===== config.mk =====
export PLATFORM = sky130hd
export DESIGN_NAME = drive_command_line_parser
export DESIGN_NICKNAME = d
export VERILOG_FILES = /design/src/hw/rtl/dclp_pkg.sv /design/src/hw/rtl/drive_command_line_parser.sv
export VERILOG_INCLUDE_DIRS = /design/src /design/src/hw/rtl
export SDC_FILE = /design/constraint.sdc
export NUM_CORES = 1
export LEC_CHECK = 0
export BUFFER_PORTS_ARGS = -buffer_cell sky130_fd_sc_hd__buf_2
export CAP_MARGIN = 15
export CORE_MARGIN = 5
export CORE_UTILIZATION = 32
export DETAILED_ROUTE_END_ITERATION = 10
export PLACE_DENSITY = 0.47
export SKIP_LAST_GASP = 1
export SYNTH_ARGS = -nofsm -noshare
export SYNTH_HDL_FRONTEND = slang
export SYNTH_SLANG_ARGS = --single-unit

===== constraint.sdc =====
create_clock -name aclk -period 9.9 [get_ports aclk]
set_input_delay 0 -clock aclk [delete_from_list [all_inputs] [get_ports aclk]]
set_output_delay 0 -clock aclk [all_outputs]
set_load 0.005 [all_outputs]

===== src/hw/rtl/drive_command_line_parser_defines.svh =====
// Assertion macros for the drive command line parser.
`ifndef DRIVE_COMMAND_LINE_PARSER_DEFINES_SVH
`define DRIVE_COMMAND_LINE_PARSER_DEFINES_SVH

`ifndef NO_ASSERTIONS
`define DCLP_ASSERT_IMPLY(label, clk, rst_n, ante, cons) \
    label: assert property (@(posedge clk) disable iff (!(rst_n)) (ante) |-> (cons)) \
        else $error("implication check failed");
`define DCLP_ASSERT_NEXT(label, clk, rst_n, ante, cons) \
    label: assert property (@(posedge clk) disable iff (!(rst_n)) (ante) |=> (cons)) \
        else $error("next-cycle check failed");
`else
`define DCLP_ASSERT_IMPLY(label, clk, rst_n, ante, cons)
`define DCLP_ASSERT_NEXT(label, clk, rst_n, ante, cons)
`endif

`endif


===== src/hw/rtl/dclp_pkg.sv =====
// Types and constants for the drive command line parser.
`timescale 1ns / 1ps

package dclp_pkg;

    localparam logic [7:0] CH_CR     = 8'd13;
    localparam logic [7:0] CH_SEP    = 8'd59;
    localparam logic [7:0] CH_IGNORE = 8'd255;
    localparam logic [7:0] CH_MINUS  = 8'd45;
    localparam logic [7:0] CH_ZERO   = 8'd48;
    localparam logic [7:0] CH_NINE   = 8'd57;
    localparam logic [7:0] CH_W      = 8'd119;
    localparam logic [7:0] CH_A      = 8'd97;
    localparam logic [7:0] CH_S      = 8'd115;
    localparam logic [7:0] CH_D      = 8'd100;

    localparam logic [18:0] MAG_MAX  = 19'd32767;
    localparam logic [18:0] RADIX    = 19'd10;

    localparam logic [2:0] FIELD_DIR  = 3'd1;
    localparam logic [2:0] FIELD_SPD  = 3'd2;
    localparam logic [2:0] FIELD_GUN  = 3'd4;
    localparam logic [2:0] FIELD_SAT  = 3'd5;

    localparam logic [2:0] MOTION_NONE     = 3'd0;
    localparam logic [2:0] MOTION_FORWARD  = 3'd1;
    localparam logic [2:0] MOTION_LEFT     = 3'd2;
    localparam logic [2:0] MOTION_BACKWARD = 3'd3;
    localparam logic [2:0] MOTION_RIGHT    = 3'd4;
    localparam logic [2:0] MOTION_STOP     = 3'd5;

    typedef enum logic [1:0] {
        PH_SIGN   = 2'd0,
        PH_DIGITS = 2'd1,
        PH_DONE   = 2'd2
    } phase_t;

endpackage


===== src/hw/rtl/drive_command_line_parser.sv =====
// Drive command line parser: serial bytes in, one decoded command per line out.
`timescale 1ns / 1ps
`include "drive_command_line_parser_defines.svh"

// Accepts one byte per cycle. Each byte is folded into the line state in the
// cycle it is accepted; a carriage return loads the result register, so the
// command appears on the m_ side in the cycle after its carriage return. s_ready
// drops only while a result waits in the result register and m_ready is low.
// Lines of dir;speed;fire;gunpos keep at most LINE_MAX characters; the rest
// are dropped and reported through m_overflow. Byte 255 is ignored.
module drive_command_line_parser #(
    parameter int LINE_MAX = 32
) (
    input  logic                aclk,
    input  logic                aresetn,
    input  logic                s_valid,
    output logic                s_ready,
    input  logic [7:0]          s_rx_byte,
    output logic                m_valid,
    input  logic                m_ready,
    output logic [2:0]          m_motion,
    output logic signed [15:0]  m_left_speed,
    output logic signed [15:0]  m_right_speed,
    output logic                m_busy_res,
    output logic signed [15:0]  m_fire_value,
    output logic signed [15:0]  m_gun_position,
    output logic                m_ack,
    output logic                m_overflow
);
    import dclp_pkg::*;

    localparam int CW = $clog2(LINE_MAX + 1);
    localparam logic [CW-1:0] LINE_LIMIT = CW'(LINE_MAX);

    logic [2:0]         field_number_reg, field_number_next;
    logic               inside_token_reg, inside_token_next;
    logic [7:0]         direction_first_reg, direction_first_next;
    logic               direction_long_reg, direction_long_next;
    phase_t             number_phase_reg, number_phase_next;
    logic               negative_sign_reg, negative_sign_next;
    logic signed [15:0] field_values_reg [3];
    logic signed [15:0] field_values_next [3];
    logic [CW-1:0]      line_count_reg, line_count_next;
    logic               busy_flag_reg, busy_flag_next;
    logic               overflow_seen_reg, overflow_seen_next;
    logic               m_valid_reg, m_valid_next;

    logic [2:0]         motion_reg;
    logic signed [15:0] left_speed_reg, right_speed_reg;
    logic               busy_res_reg;
    logic signed [15:0] fire_value_reg, gun_position_reg;
    logic               ack_reg;
    logic               overflow_reg;

    logic               s_fire;
    logic               is_cr;
    logic               load_result;
    logic [2:0]         motion_c;
    logic signed [15:0] ls_c, rs_c;

    assign s_ready     = !m_valid_reg || m_ready;
    assign s_fire      = s_valid && s_ready;
    assign is_cr       = (s_rx_byte == CH_CR);
    assign load_result = s_fire && is_cr;

    // Decode the finished line.
    always_comb begin
        motion_c = MOTION_NONE;
        ls_c     = 16'sd0;
        rs_c     = 16'sd0;
        if (field_number_reg >= FIELD_DIR && !direction_long_reg) begin
            unique case (direction_first_reg)
                CH_W: begin
                    motion_c = MOTION_FORWARD;
                    ls_c     = field_values_reg[0];
                    rs_c     = field_values_reg[0];
                end
                CH_A: begin
                    motion_c = MOTION_LEFT;
                    ls_c     = -field_values_reg[0];
                    rs_c     = field_values_reg[0];
                end
                CH_S: begin
                    motion_c = MOTION_BACKWARD;
                    ls_c     = -field_values_reg[0];
                    rs_c     = -field_values_reg[0];
                end
                CH_D: begin
                    motion_c = MOTION_RIGHT;
                    ls_c     = field_values_reg[0];
                    rs_c     = -field_values_reg[0];
                end
                CH_ZERO: begin
                    motion_c = MOTION_STOP;
                end
                default: begin
                    motion_c = MOTION_NONE;
                end
            endcase
        end
    end

    // Fold one byte into the line state.
    always_comb begin
        logic [2:0]         fn;
        logic [1:0]         slot;
        logic               digit;
        logic signed [15:0] cur;
        logic signed [15:0] mag16;
        logic [14:0]        mag;
        logic [18:0]        acc;
        logic [14:0]        sat;

        field_number_next    = field_number_reg;
        inside_token_next    = inside_token_reg;
        direction_first_next = direction_first_reg;
        direction_long_next  = direction_long_reg;
        number_phase_next    = number_phase_reg;
        negative_sign_next   = negative_sign_reg;
        field_values_next    = field_values_reg;
        line_count_next      = line_count_reg;
        busy_flag_next       = busy_flag_reg;
        overflow_seen_next   = overflow_seen_reg;

        fn    = field_number_reg;
        slot  = 2'd0;
        digit = (s_rx_byte >= CH_ZERO) && (s_rx_byte <= CH_NINE);
        cur   = 16'sd0;
        mag16 = 16'sd0;
        mag   = 15'd0;
        acc   = 19'd0;
        sat   = 15'd0;

        if (s_fire && s_rx_byte != CH_IGNORE) begin
            if (!is_cr) begin
                if (line_count_reg >= LINE_LIMIT) begin
                    overflow_seen_next = 1'b1;
                end else begin
                    line_count_next = line_count_reg + CW'(1);
                    if (s_rx_byte == CH_SEP) begin
                        inside_token_next  = 1'b0;
                        number_phase_next  = PH_SIGN;
                        negative_sign_next = 1'b0;
                    end else begin
                        if (!inside_token_reg) begin
                            inside_token_next = 1'b1;
                            if (fn < FIELD_SAT) begin
                                fn = fn + 3'd1;
                            end
                            field_number_next = fn;
                            if (fn == FIELD_DIR) begin
                                direction_first_next = s_rx_byte;
                            end
                        end else if (fn == FIELD_DIR) begin
                            direction_long_next = 1'b1;
                        end

                        if (fn >= FIELD_SPD && fn <= FIELD_GUN) begin
                            slot  = 2'(fn - FIELD_SPD);
                            cur   = field_values_reg[slot];
                            mag16 = negative_sign_reg ? -cur : cur;
                            mag   = mag16[14:0];
                            acc   = 19'(mag) * RADIX + 19'(s_rx_byte[3:0]);
                            if (acc > MAG_MAX) begin
                                sat = MAG_MAX[14:0];
                            end else begin
                                sat = acc[14:0];
                            end
                            case (number_phase_reg)
                                PH_SIGN: begin
                                    if (s_rx_byte == CH_MINUS) begin
                                        negative_sign_next = 1'b1;
                                        number_phase_next  = PH_DIGITS;
                                    end else if (digit) begin
                                        number_phase_next = PH_DIGITS;
                                        if (acc > MAG_MAX) begin
                                            overflow_seen_next = 1'b1;
                                        end
                                        field_values_next[slot] = negative_sign_reg ?
                                            -$signed({1'b0, sat}) : $signed({1'b0, sat});
                                    end else begin
                                        number_phase_next = PH_DONE;
                                    end
                                end
                                PH_DIGITS: begin
                                    if (digit) begin
                                        if (acc > MAG_MAX) begin
                                            overflow_seen_next = 1'b1;
                                        end
                                        field_values_next[slot] = negative_sign_reg ?
                                            -$signed({1'b0, sat}) : $signed({1'b0, sat});
                                    end else begin
                                        number_phase_next = PH_DONE;
                                    end
                                end
                                default: begin
                                    number_phase_next = number_phase_reg;
                                end
                            endcase
                        end
                    end
                end
            end else begin
                if (motion_c >= MOTION_FORWARD && motion_c <= MOTION_RIGHT) begin
                    busy_flag_next = 1'b1;
                end else if (motion_c == MOTION_STOP) begin
                    busy_flag_next = 1'b0;
                end
                field_number_next    = 3'd0;
                inside_token_next    = 1'b0;
                direction_first_next = 8'd0;
                direction_long_next  = 1'b0;
                number_phase_next    = PH_SIGN;
                negative_sign_next   = 1'b0;
                field_values_next[0] = 16'sd0;
                field_values_next[1] = 16'sd0;
                field_values_next[2] = 16'sd0;
                line_count_next      = '0;
                overflow_seen_next   = 1'b0;
            end
        end
    end

    always_comb begin
        if (load_result) begin
            m_valid_next = 1'b1;
        end else if (m_ready) begin
            m_valid_next = 1'b0;
        end else begin
            m_valid_next = m_valid_reg;
        end
    end

    always_ff @(posedge aclk) begin
        if (!aresetn) begin
            field_number_reg    <= 3'd0;
            inside_token_reg    <= 1'b0;
            direction_first_reg <= 8'd0;
            direction_long_reg  <= 1'b0;
            number_phase_reg    <= PH_SIGN;
            negative_sign_reg   <= 1'b0;
            field_values_reg[0] <= 16'sd0;
            field_values_reg[1] <= 16'sd0;
            field_values_reg[2] <= 16'sd0;
            line_count_reg      <= '0;
            busy_flag_reg       <= 1'b0;
            overflow_seen_reg   <= 1'b0;
            m_valid_reg         <= 1'b0;
        end else begin
            field_number_reg    <= field_number_next;
            inside_token_reg    <= inside_token_next;
            direction_first_reg <= direction_first_next;
            direction_long_reg  <= direction_long_next;
            number_phase_reg    <= number_phase_next;
            negative_sign_reg   <= negative_sign_next;
            field_values_reg    <= field_values_next;
            line_count_reg      <= line_count_next;
            busy_flag_reg       <= busy_flag_next;
            overflow_seen_reg   <= overflow_seen_next;
            m_valid_reg         <= m_valid_next;
        end
    end

    // Load the result register on carriage return.
    always_ff @(posedge aclk) begin
        if (load_result) begin
            motion_reg       <= motion_c;
            left_speed_reg   <= ls_c;
            right_speed_reg  <= rs_c;
            busy_res_reg     <= busy_flag_next;
            fire_value_reg   <= field_values_reg[1];
            gun_position_reg <= field_values_reg[2];
            ack_reg          <= (motion_c >= MOTION_FORWARD) && (motion_c <= MOTION_RIGHT);
            overflow_reg     <= overflow_seen_reg;
        end
    end

    assign m_valid        = m_valid_reg;
    assign m_motion       = motion_reg;
    assign m_left_speed   = left_speed_reg;
    assign m_right_speed  = right_speed_reg;
    assign m_busy_res     = busy_res_reg;
    assign m_fire_value   = fire_value_reg;
    assign m_gun_position = gun_position_reg;
    assign m_ack          = ack_reg;
    assign m_overflow     = overflow_reg;

    `DCLP_ASSERT_NEXT(a_cr_gives_result, aclk, aresetn, load_result, m_valid)
    `DCLP_ASSERT_NEXT(a_no_spurious_result, aclk, aresetn, s_fire && !is_cr && s_ready && (!m_valid || m_ready), !m_valid)
    `DCLP_ASSERT_IMPLY(a_ack_implies_busy, aclk, aresetn, m_valid && m_ack, m_busy_res)
    `DCLP_ASSERT_IMPLY(a_idle_motion_no_speed, aclk, aresetn, m_valid && (m_motion == MOTION_NONE || m_motion == MOTION_STOP), m_left_speed == 16'sd0 && m_right_speed == 16'sd0)
    `DCLP_ASSERT_IMPLY(a_line_count_bound, aclk, aresetn, 1'b1, line_count_reg <= LINE_LIMIT)

endmodule

==> metrics.md, run 1 <==
| Metric | Value |
|---|---|
| GR Overflow Total | 0 |
| Slew Limit Fails | 0 |
| Die area | 0.0296 mm2 |
| CP endpoint kind | flop |
| Via-per-instance ratio | 5.23 |
| Antenna cell count | 0 |
| Final Non-Filler Cells | 1351 |
| Crit path launch type | flop |
| Clock Latency Late Sink | 0.42 ns |
| Vias after detailed routing | 7069 |
| Vias in the first global route | 6796 |
| Final period utilization | 0.918 |
| First-pass GRT wire length | 38.4 mm |
| Distinct cell type count after synthesis | 82 |
| CTS Buffer Depth | 2 |
| Gr usage total | 0.163 |
| Reg-to-Reg End | field_values_reg[46]$_SDFFE_PN0P_ |
| Largest net degree at the start of global routing | 51 |
| Delay of the slowest critical-path stage | 0.54 ns |
| H-tree levels | 4 |
| Synth Register Bits | 143 |
| Hold path depth | 3 |
| Tightest Pin Transition | 0.994 ns |
| Drt first pass iters | 5 |
| CTS tree | built |
| Worst r2r src | field_number_reg[1]$_SDFFE_PN0P_ |
| Status | completed |
| Setup Buffers After CTS | 0 |
| Register area share after synthesis | 0.424 |
| Number of DRC markers in iteration 0 | 456 |
| Die H | 172 um |
| PD cells | 140 mW/mm2 |
| Reg clk slew, reported paths | 0.06 ns |
| Ports | 84 |
| # rows | 59 |
| Nets | 1051 |
| Number of enable flip-flop cells after synthesis | 70 |
| Fin Hold WS | 0.0452 ns |
| Worst path required time | 10.24 ns |
| RSZ-0062 raised after global routing | no |
| WS Path Type | reg2reg |
| Fmax achieved | 0.110 GHz |
| CTS Buf Count | 17 |
| Final setup fails | 0 |
| Syn nets | 983 |
| Initial Utilization | 0.324 |
| Post-synthesis instance area | 0.00840 mm2 |
| Area Overhead vs Synth | 16.6% |
| P_leak | 3.60 nW |
| CP arrival | 9.43 ns |
| CP top delay family | simple AND/OR/NAND/NOR gates |
| Min-delay src | aresetn |
| Hold Path Class | in2reg |
| MaxCap Viol Count | 0 |
| Reg2Reg Depth | 31 |
| Fill cells | 2625 |
| Avg Inst Size Synth | 8.98 um2 |
| I/O Buffers | 83 |
| Layout cells sized above 1 | 0.160 |
| Chip Width | 172 um |
| Clk_skew | 0.0106 ns |
| Fin crit period | 9.09 ns |
| Max reg flops | 48 |
| Hold EP | negative_sign_reg$_SDFFE_PN0P_ |
| Slew HR | 0.333 |
| Total core area | 0.0259 mm2 |
| Total negative slack for setup checks | 0 ns |
| YS warnings | 0 |
| R2r setup slk | 0.81 ns |
| Residual DRC count | 0 |
| Worst-path maximum fanout | 17 |
| DP Cell Count | 1308 |
| Avg WL per Cell | 17.8 um |
| Initial antenna violation count | 0 |
| Async set-reset flop share out of synthesis | 0 |
| CP bufs+invs | 1 |
| Worst IR Drop VDD | 114 uV |
| ANT nets after route | 0 |
| Cells after Synth | 935 |
| Ys flop type | dfxtp_1 |
| Power, Total | 1.37 mW |
| CTS sink cnt | 143 |
| Clk root buf | clkbuf_16 |
| Critical path's slowest cell | dfxtp_1 |
| Placed wire-length estimate | 18.2 mm |
| Hold Fails Final Rpt | 0 |
| WL final | 24.0 mm |
| Final GP Congestion | 0.846 |
| Resize count post-CTS | 0 |
## layer usage
layer / global-route usage / share of wire
met5: 0 / 0
met4: 0.0417 / 0.014
met3: 0.0235 / 0.046
met2: 0.268 / 0.47
met1: 0.227 / 0.47
## Yosys cell counts (7+ instances only)
library cell	count	area (um2)
nor2_1	100	375
nand2_1	97	364
o21ai_0	80	400
dfxtp_1	73	1460
edfxtp_1	70	2100
a21oi_1	51	255
nor3_1	39	195
clkbuf_1	34	128
ha_1	34	425
inv_1	30	113
a22oi_1	28	210
nand3_1	24	120
xnor2_1	22	193
xor2_1	19	166
mux2i_1	18	180
or3_1	18	113
o21ai_1	16	80.1
and2_1	11	68.8
or2_2	11	68.8
mux2_2	9	101
o31a_1	8	70.1
nor2b_1	7	43.8
## timing repair
item,4_1_cts,5_1_grt
endpoints found under the hold margin,9,0
setup endpoints to repair,0,0
hold buffers,10,0
## worst register-to-register path, delay by kind of cell, from the launching register on
kind / cells / cell delay (ns)
AND/OR/NAND/NOR: 14 / 4.00
multiplexers: 1 / 0.19
adder cells (fa/ha/maj): 3 / 0.87
AO/OA/AOI/OAI: 9 / 2.63
buffers and inverters: 1 / 0.11
XOR/XNOR: 3 / 0.70
flip-flops: 1 / 0.54
## stage by stage
stage / cell area [um2] / util / setup WS (ns)
3_3_place_gp: 9040 / 0.349 / 1.18
2_1_floorplan: 8400 / - / 2.35
5_1_grt: 9790 / 0.378 / 0.0980
3_5_place_dp: 9040 / 0.349 / 0.864
6_report: 9790 / 0.378 / 0.808
4_1_cts: 9770 / 0.377 / 0.805
## area by class of cell
type	instances	area (um2)	share of cell area
timing repair buffer	97	566	0.0577
clock buffer	21	460	0.0470
multi-input combinational	714	4510	0.461
clock inverter	11	161	0.0165
tap	335	419	0.0428
inverter	30	113	0.0115
sequential	143	3560	0.364
## layout by cell type, fill, tap and decap left out, types with 4 or more instances in the layout
| cell type | Yosys | layout |
|---|---|---|
| o31ai_1 | 4 | 4 |
| o21ai_1 | 16 | 16 |
| and3_1 | 5 | 4 |
| xor2_1 | 19 | 19 |
| a31oi_1 | 6 | 6 |
| a211oi_2 | 4 | 4 |
| o21ai_0 | 80 | 80 |
| nand3_1 | 24 | 24 |
| mux2_2 | 9 | 9 |
| a21o_1 | 6 | 6 |
| nor3b_1 | 5 | 5 |
| ha_1 | 34 | 34 |
| and2_1 | 11 | 11 |
| a22oi_1 | 28 | 28 |
| nor3_1 | 39 | 39 |
| or2_2 | 11 | 11 |
| edfxtp_1 | 70 | 70 |
| a211oi_1 | 5 | 5 |
| nor2b_1 | 7 | 7 |
| nor2_1 | 100 | 100 |
| o22a_1 | 4 | 4 |
| o41ai_1 | 4 | 4 |
| a21oi_1 | 51 | 51 |
| or3_1 | 18 | 18 |
| bufinv_16 | 0 | 4 |
| o31a_1 | 8 | 8 |
| xnor2_1 | 22 | 22 |
| nand2b_1 | 5 | 5 |
| dlygate4sd3_1 | 0 | 10 |
| mux2i_1 | 18 | 18 |
| inv_1 | 30 | 30 |
| nand4_1 | 6 | 6 |
| nand2_1 | 97 | 97 |
| buf_2 | 6 | 83 |
| clkbuf_16 | 0 | 17 |
| dfxtp_1 | 73 | 73 |
## how the worst max path moves through the flow
| stage | to | slack, ns | cells after the start | start |
|---|---|---|---|---|
| 4_1_cts | field_values_reg[44]$_SDFFE_PN0P_ | 0.81 | 31 | field_number_reg[1]$_SDFFE_PN0P_ |
| 3_3_place_gp | field_values_reg[46]$_SDFFE_PN0P_ | 1.18 | 31 | field_number_reg[1]$_SDFFE_PN0P_ |
| 5_1_grt | field_values_reg[44]$_SDFFE_PN0P_ | 0.1 | 31 | field_number_reg[1]$_SDFFE_PN0P_ |
| 3_5_place_dp | field_values_reg[46]$_SDFFE_PN0P_ | 0.86 | 31 | field_number_reg[1]$_SDFFE_PN0P_ |
| 6_report | field_values_reg[46]$_SDFFE_PN0P_ | 0.81 | 31 | field_number_reg[1]$_SDFFE_PN0P_ |
| 2_1_floorplan | field_values_reg[30]$_SDFFE_PN0P_ | 2.35 | 36 | field_number_reg[1]$_SDFFE_PN0P_ |
## power by group
group | switching [mW] | internal [mW] | total (mW)
clock network | 0.242 | 0.433 | 0.676
registers | 0.00756 | 0.620 | 0.627
logic | 0.0472 | 0.0239 | 0.0711
## cells by family (layout without fill, tap and decap cells)
family	Yosys count	in the layout	synth area share
adder cells (fa/ha/maj)	36	36	0.0554
buffers and inverters	78	159	0.0389
flip-flops	143	143	0.424
AND/OR/NAND/NOR	356	356	0.209
multiplexers	29	29	0.0362
AO/OA/AOI/OAI	251	251	0.192
XOR/XNOR	42	42	0.0447
Power figures use the tool's default switching activity.
==> inputs of run 2 (changes only) <==
Settings changed: ABC_AREA from default to 1, CTS_BUF_LIST from default to sky130_fd_sc_hd__clkbuf_8 sky130_fd_sc_hd__clkbuf_16.
==> metrics.md, run 2 <==
| Metric | Value |
|---|---|
| Status | completed |
| Most frequent cells in the layout | nand2_1 (308), inv_1 (148), a21oi_1 (96), buf_2 (83), nand3_1 (82) |
| CTS sink cnt | 143 |
| Final Non-Filler Cells | 1574 |
| Fin Hold WS | 0.162 ns |
| WS Path Type | reg2reg |
| CP top delay family | simple AND/OR/NAND/NOR gates |
| GR Overflow Total | 0 |
| R2r setup slk | 2.88 ns |
| CTS Buffer Depth | 2 |
| Simple-gate share of the synthesized area | 0.285 |
| CTS tree | built |
| Fin crit period | 7.02 ns |
| Worst IR Drop VDD | 103 uV |
| Hold Fails Final Rpt | 0 |
| Total core area | 0.0267 mm2 |
| Synth Area in XOR/XNOR | 0.0479 |
| Number of enable flip-flop cells after synthesis | 70 |
| Die H | 174 um |
| Final period utilization | 0.709 |
| Worst-path maximum fanout | 25 |
| Initial antenna violation count | 0 |
| H-tree levels | 4 |
| Register Area | 0.00356 mm2 |
| Synth Register Bits | 143 |
| MaxCap Viol Count | 0 |
| Reg-to-Reg End | field_values_reg[24]$_SDFFE_PN0P_ |
| Slew Limit Fails | 0 |
| Main combinational cell family by area after synthesis | simple AND/OR/NAND/NOR gates |
| Final setup fails | 0 |
| Worst slack at placement | 2.88 ns |
| Worst r2r src | field_number_reg[1]$_SDFFE_PN0P_ |
| Synth top area cells | edfxtp_1 (24%), dfxtp_1 (17%), nand2_1 (13%) |
| Fill cells | 2836 |
| Count leader, synth | nand2_1 |
| Cell count along the critical path | 38 |
| CTS Buf Count | 17 |
| Cell taking the most area after synthesis | edfxtp_1 |
| Synth Area in Compound Gates | 0.109 |
| Clock Latency Late Sink | 0.43 ns |
| Hold EP | line_count_reg[5]$_SDFFE_PN0P_ |
| Commonest non-fill, non-tap cell in the layout | nand2_1 |
| Initial Utilization | 0.322 |
| Ys flop type | dfxtp_1 |
| Vias in the first global route | 7292 |
| CP bufs+invs | 4 |
| CP endpoint kind | flop |
| Largest net degree at the start of global routing | 65 |
| Register area share after synthesis | 0.414 |
| Avg WL per Cell | 15.2 um |
| Async set-reset flop share out of synthesis | 0 |
| Multi-input logic area | 0.00428 mm2 |
| Distinct cell type count after synthesis | 50 |
| Synth cell count leaders | nand2_1 (308), inv_1 (147), a21oi_1 (96), nand3_1 (82), dfxtp_1 (73) |
| Hold Path Class | in2reg |
| Cells after Synth | 1128 |
| Clk_skew | 0.0132 ns |
| Syn nets | 1176 |
| Post-synthesis instance area | 0.00860 mm2 |
| Layout cells sized above 1 | 0.138 |
| Hold path depth | 7 |
| Clk root buf | clkbuf_16 |
| First-pass GRT wire length | 39.0 mm |
| Antenna cell count | 0 |
| Critical path's slowest cell | dfxtp_1 |
| I/O Buffers | 83 |
| Max reg flops | 48 |
| Placed wire-length estimate | 18.3 mm |
| Min-delay src | m_ready |
| Reg clk slew, reported paths | 0.07 ns |
| Ports | 84 |
| Post-synth top area share | 0.244 |
| DP Cell Count | 1529 |
| Crit path launch type | flop |
| Vias after detailed routing | 7445 |
| Nets | 1268 |
| PD cells | 139 mW/mm2 |
| Chip Width | 174 um |
| Slew HR | 0.251 |
| Via-per-instance ratio | 4.73 |
| # rows | 60 |
| Residual DRC count | 0 |
| CP arrival | 7.37 ns |
| Worst path required time | 10.25 ns |
| WL final | 23.9 mm |
| Tightest Pin Transition | 1.12 ns |
| P_leak | 4.58 nW |
| Avg Inst Size Synth | 7.62 um2 |
| Final WS setup | 2.88 ns |
| Number of DRC markers in iteration 0 | 422 |
| Multiplexer share of the synthesized area | 0 |
| Final GP Congestion | 0.845 |
| Gr usage total | 0.159 |
| Power, Total | 1.40 mW |
| YS warnings | 0 |
| ANT nets after route | 0 |
| Post-Synth Adder-Cell Area | 0.0541 |
| Die area | 0.0303 mm2 |
| Reg2Reg Depth | 38 |
| Total negative slack for setup checks | 0 ns |
| Fmax achieved | 0.142 GHz |
| Delay of the slowest critical-path stage | 0.45 ns |
| Drt first pass iters | 5 |
| Area Overhead vs Synth | 17.0% |
| RSZ-0062 raised after global routing | no |
-- run 2: changes by cell type after synthesis, sizes merged, moves of 30 or more --
cell   previous run  this run
nand2            98       327
inv              30       152
o21ai            97        37
nand3            25        84
a21oi            54        96
a22oi            31         1
-- run 2: worst register-to-register path, delay by kind of cell (launching register included) --
family          cells  cell delay, ns
simple gates       21            3.27
fa+ha+maj           5            1.34
compound gates      6            1.11
xor+xnor            2            0.54
flops               1            0.45
buf+inv             4            0.24
-- run 2: cell families after synthesis --
logic type,after synthesis
and+or+nand+nor,548
buffers and inverters,185
AOI/OAI and AO/OA,169
DFF,143
xor gates and xnor gates,47
adders and majority gates,36
-- run 2: worst max-delay path by stage --
stage,startpoint,end,slack (ns)
after floorplan,field_number_reg[1]$_SDFFE_PN0P_,field_values_reg[12]$_SDFFE_PN0P_,3.99
after global placement,field_number_reg[1]$_SDFFE_PN0P_,field_values_reg[44]$_SDFFE_PN0P_,2.99
after detailed placement,field_number_reg[1]$_SDFFE_PN0P_,field_values_reg[44]$_SDFFE_PN0P_,2.88
after CTS,field_number_reg[1]$_SDFFE_PN0P_,field_values_reg[44]$_SDFFE_PN0P_,2.84
after global routing,field_number_reg[2]$_SDFFE_PN0P_,field_values_reg[44]$_SDFFE_PN0P_,2.01
final,field_number_reg[1]$_SDFFE_PN0P_,field_values_reg[24]$_SDFFE_PN0P_,2.88
-- run 2: repair_timing --
item / in CTS / in global routing
resized for setup: 0 / 0
hold buffers: 13 / 0
hold endpoints to repair: 12 / 0
setup buffers: 0 / 0
-- run 2: layout make-up --
type                       count  area share
tap                          341      0.0424
sequential                   143       0.354
multi-input combinational    800       0.425
clock buffer                  17      0.0423
clock inverter                15      0.0193
inverter                     156      0.0583
timing repair buffer         102      0.0587
-- run 2: metal layers --
layer | vias up | wire [um] | part of all wire | global-route usage
met1 | 3387 | 11600 | 0.49 | 0.216
met4 | 0 | 480 | 0.020 | 0.0482
met5 | - | 0 | 0 | 0
met3 | 29 | 807 | 0.034 | 0.0283
met2 | 136 | 11000 | 0.46 | 0.260
li1 | 3893 | - | - | -
-- run 2: per-stage QoR --
stage               utilization  cell area [um2]
CTS                       0.377            10100
global route              0.377            10100
floorplan                     -             8600
finish                    0.377            10100
global placement          0.349             9310
detailed placement        0.349             9310
-- run 2: power by group --
part,internal (mW),switching (mW)
Clock,0.421,0.259
Combinational,0.0282,0.0655
Sequential,0.622,0.00616
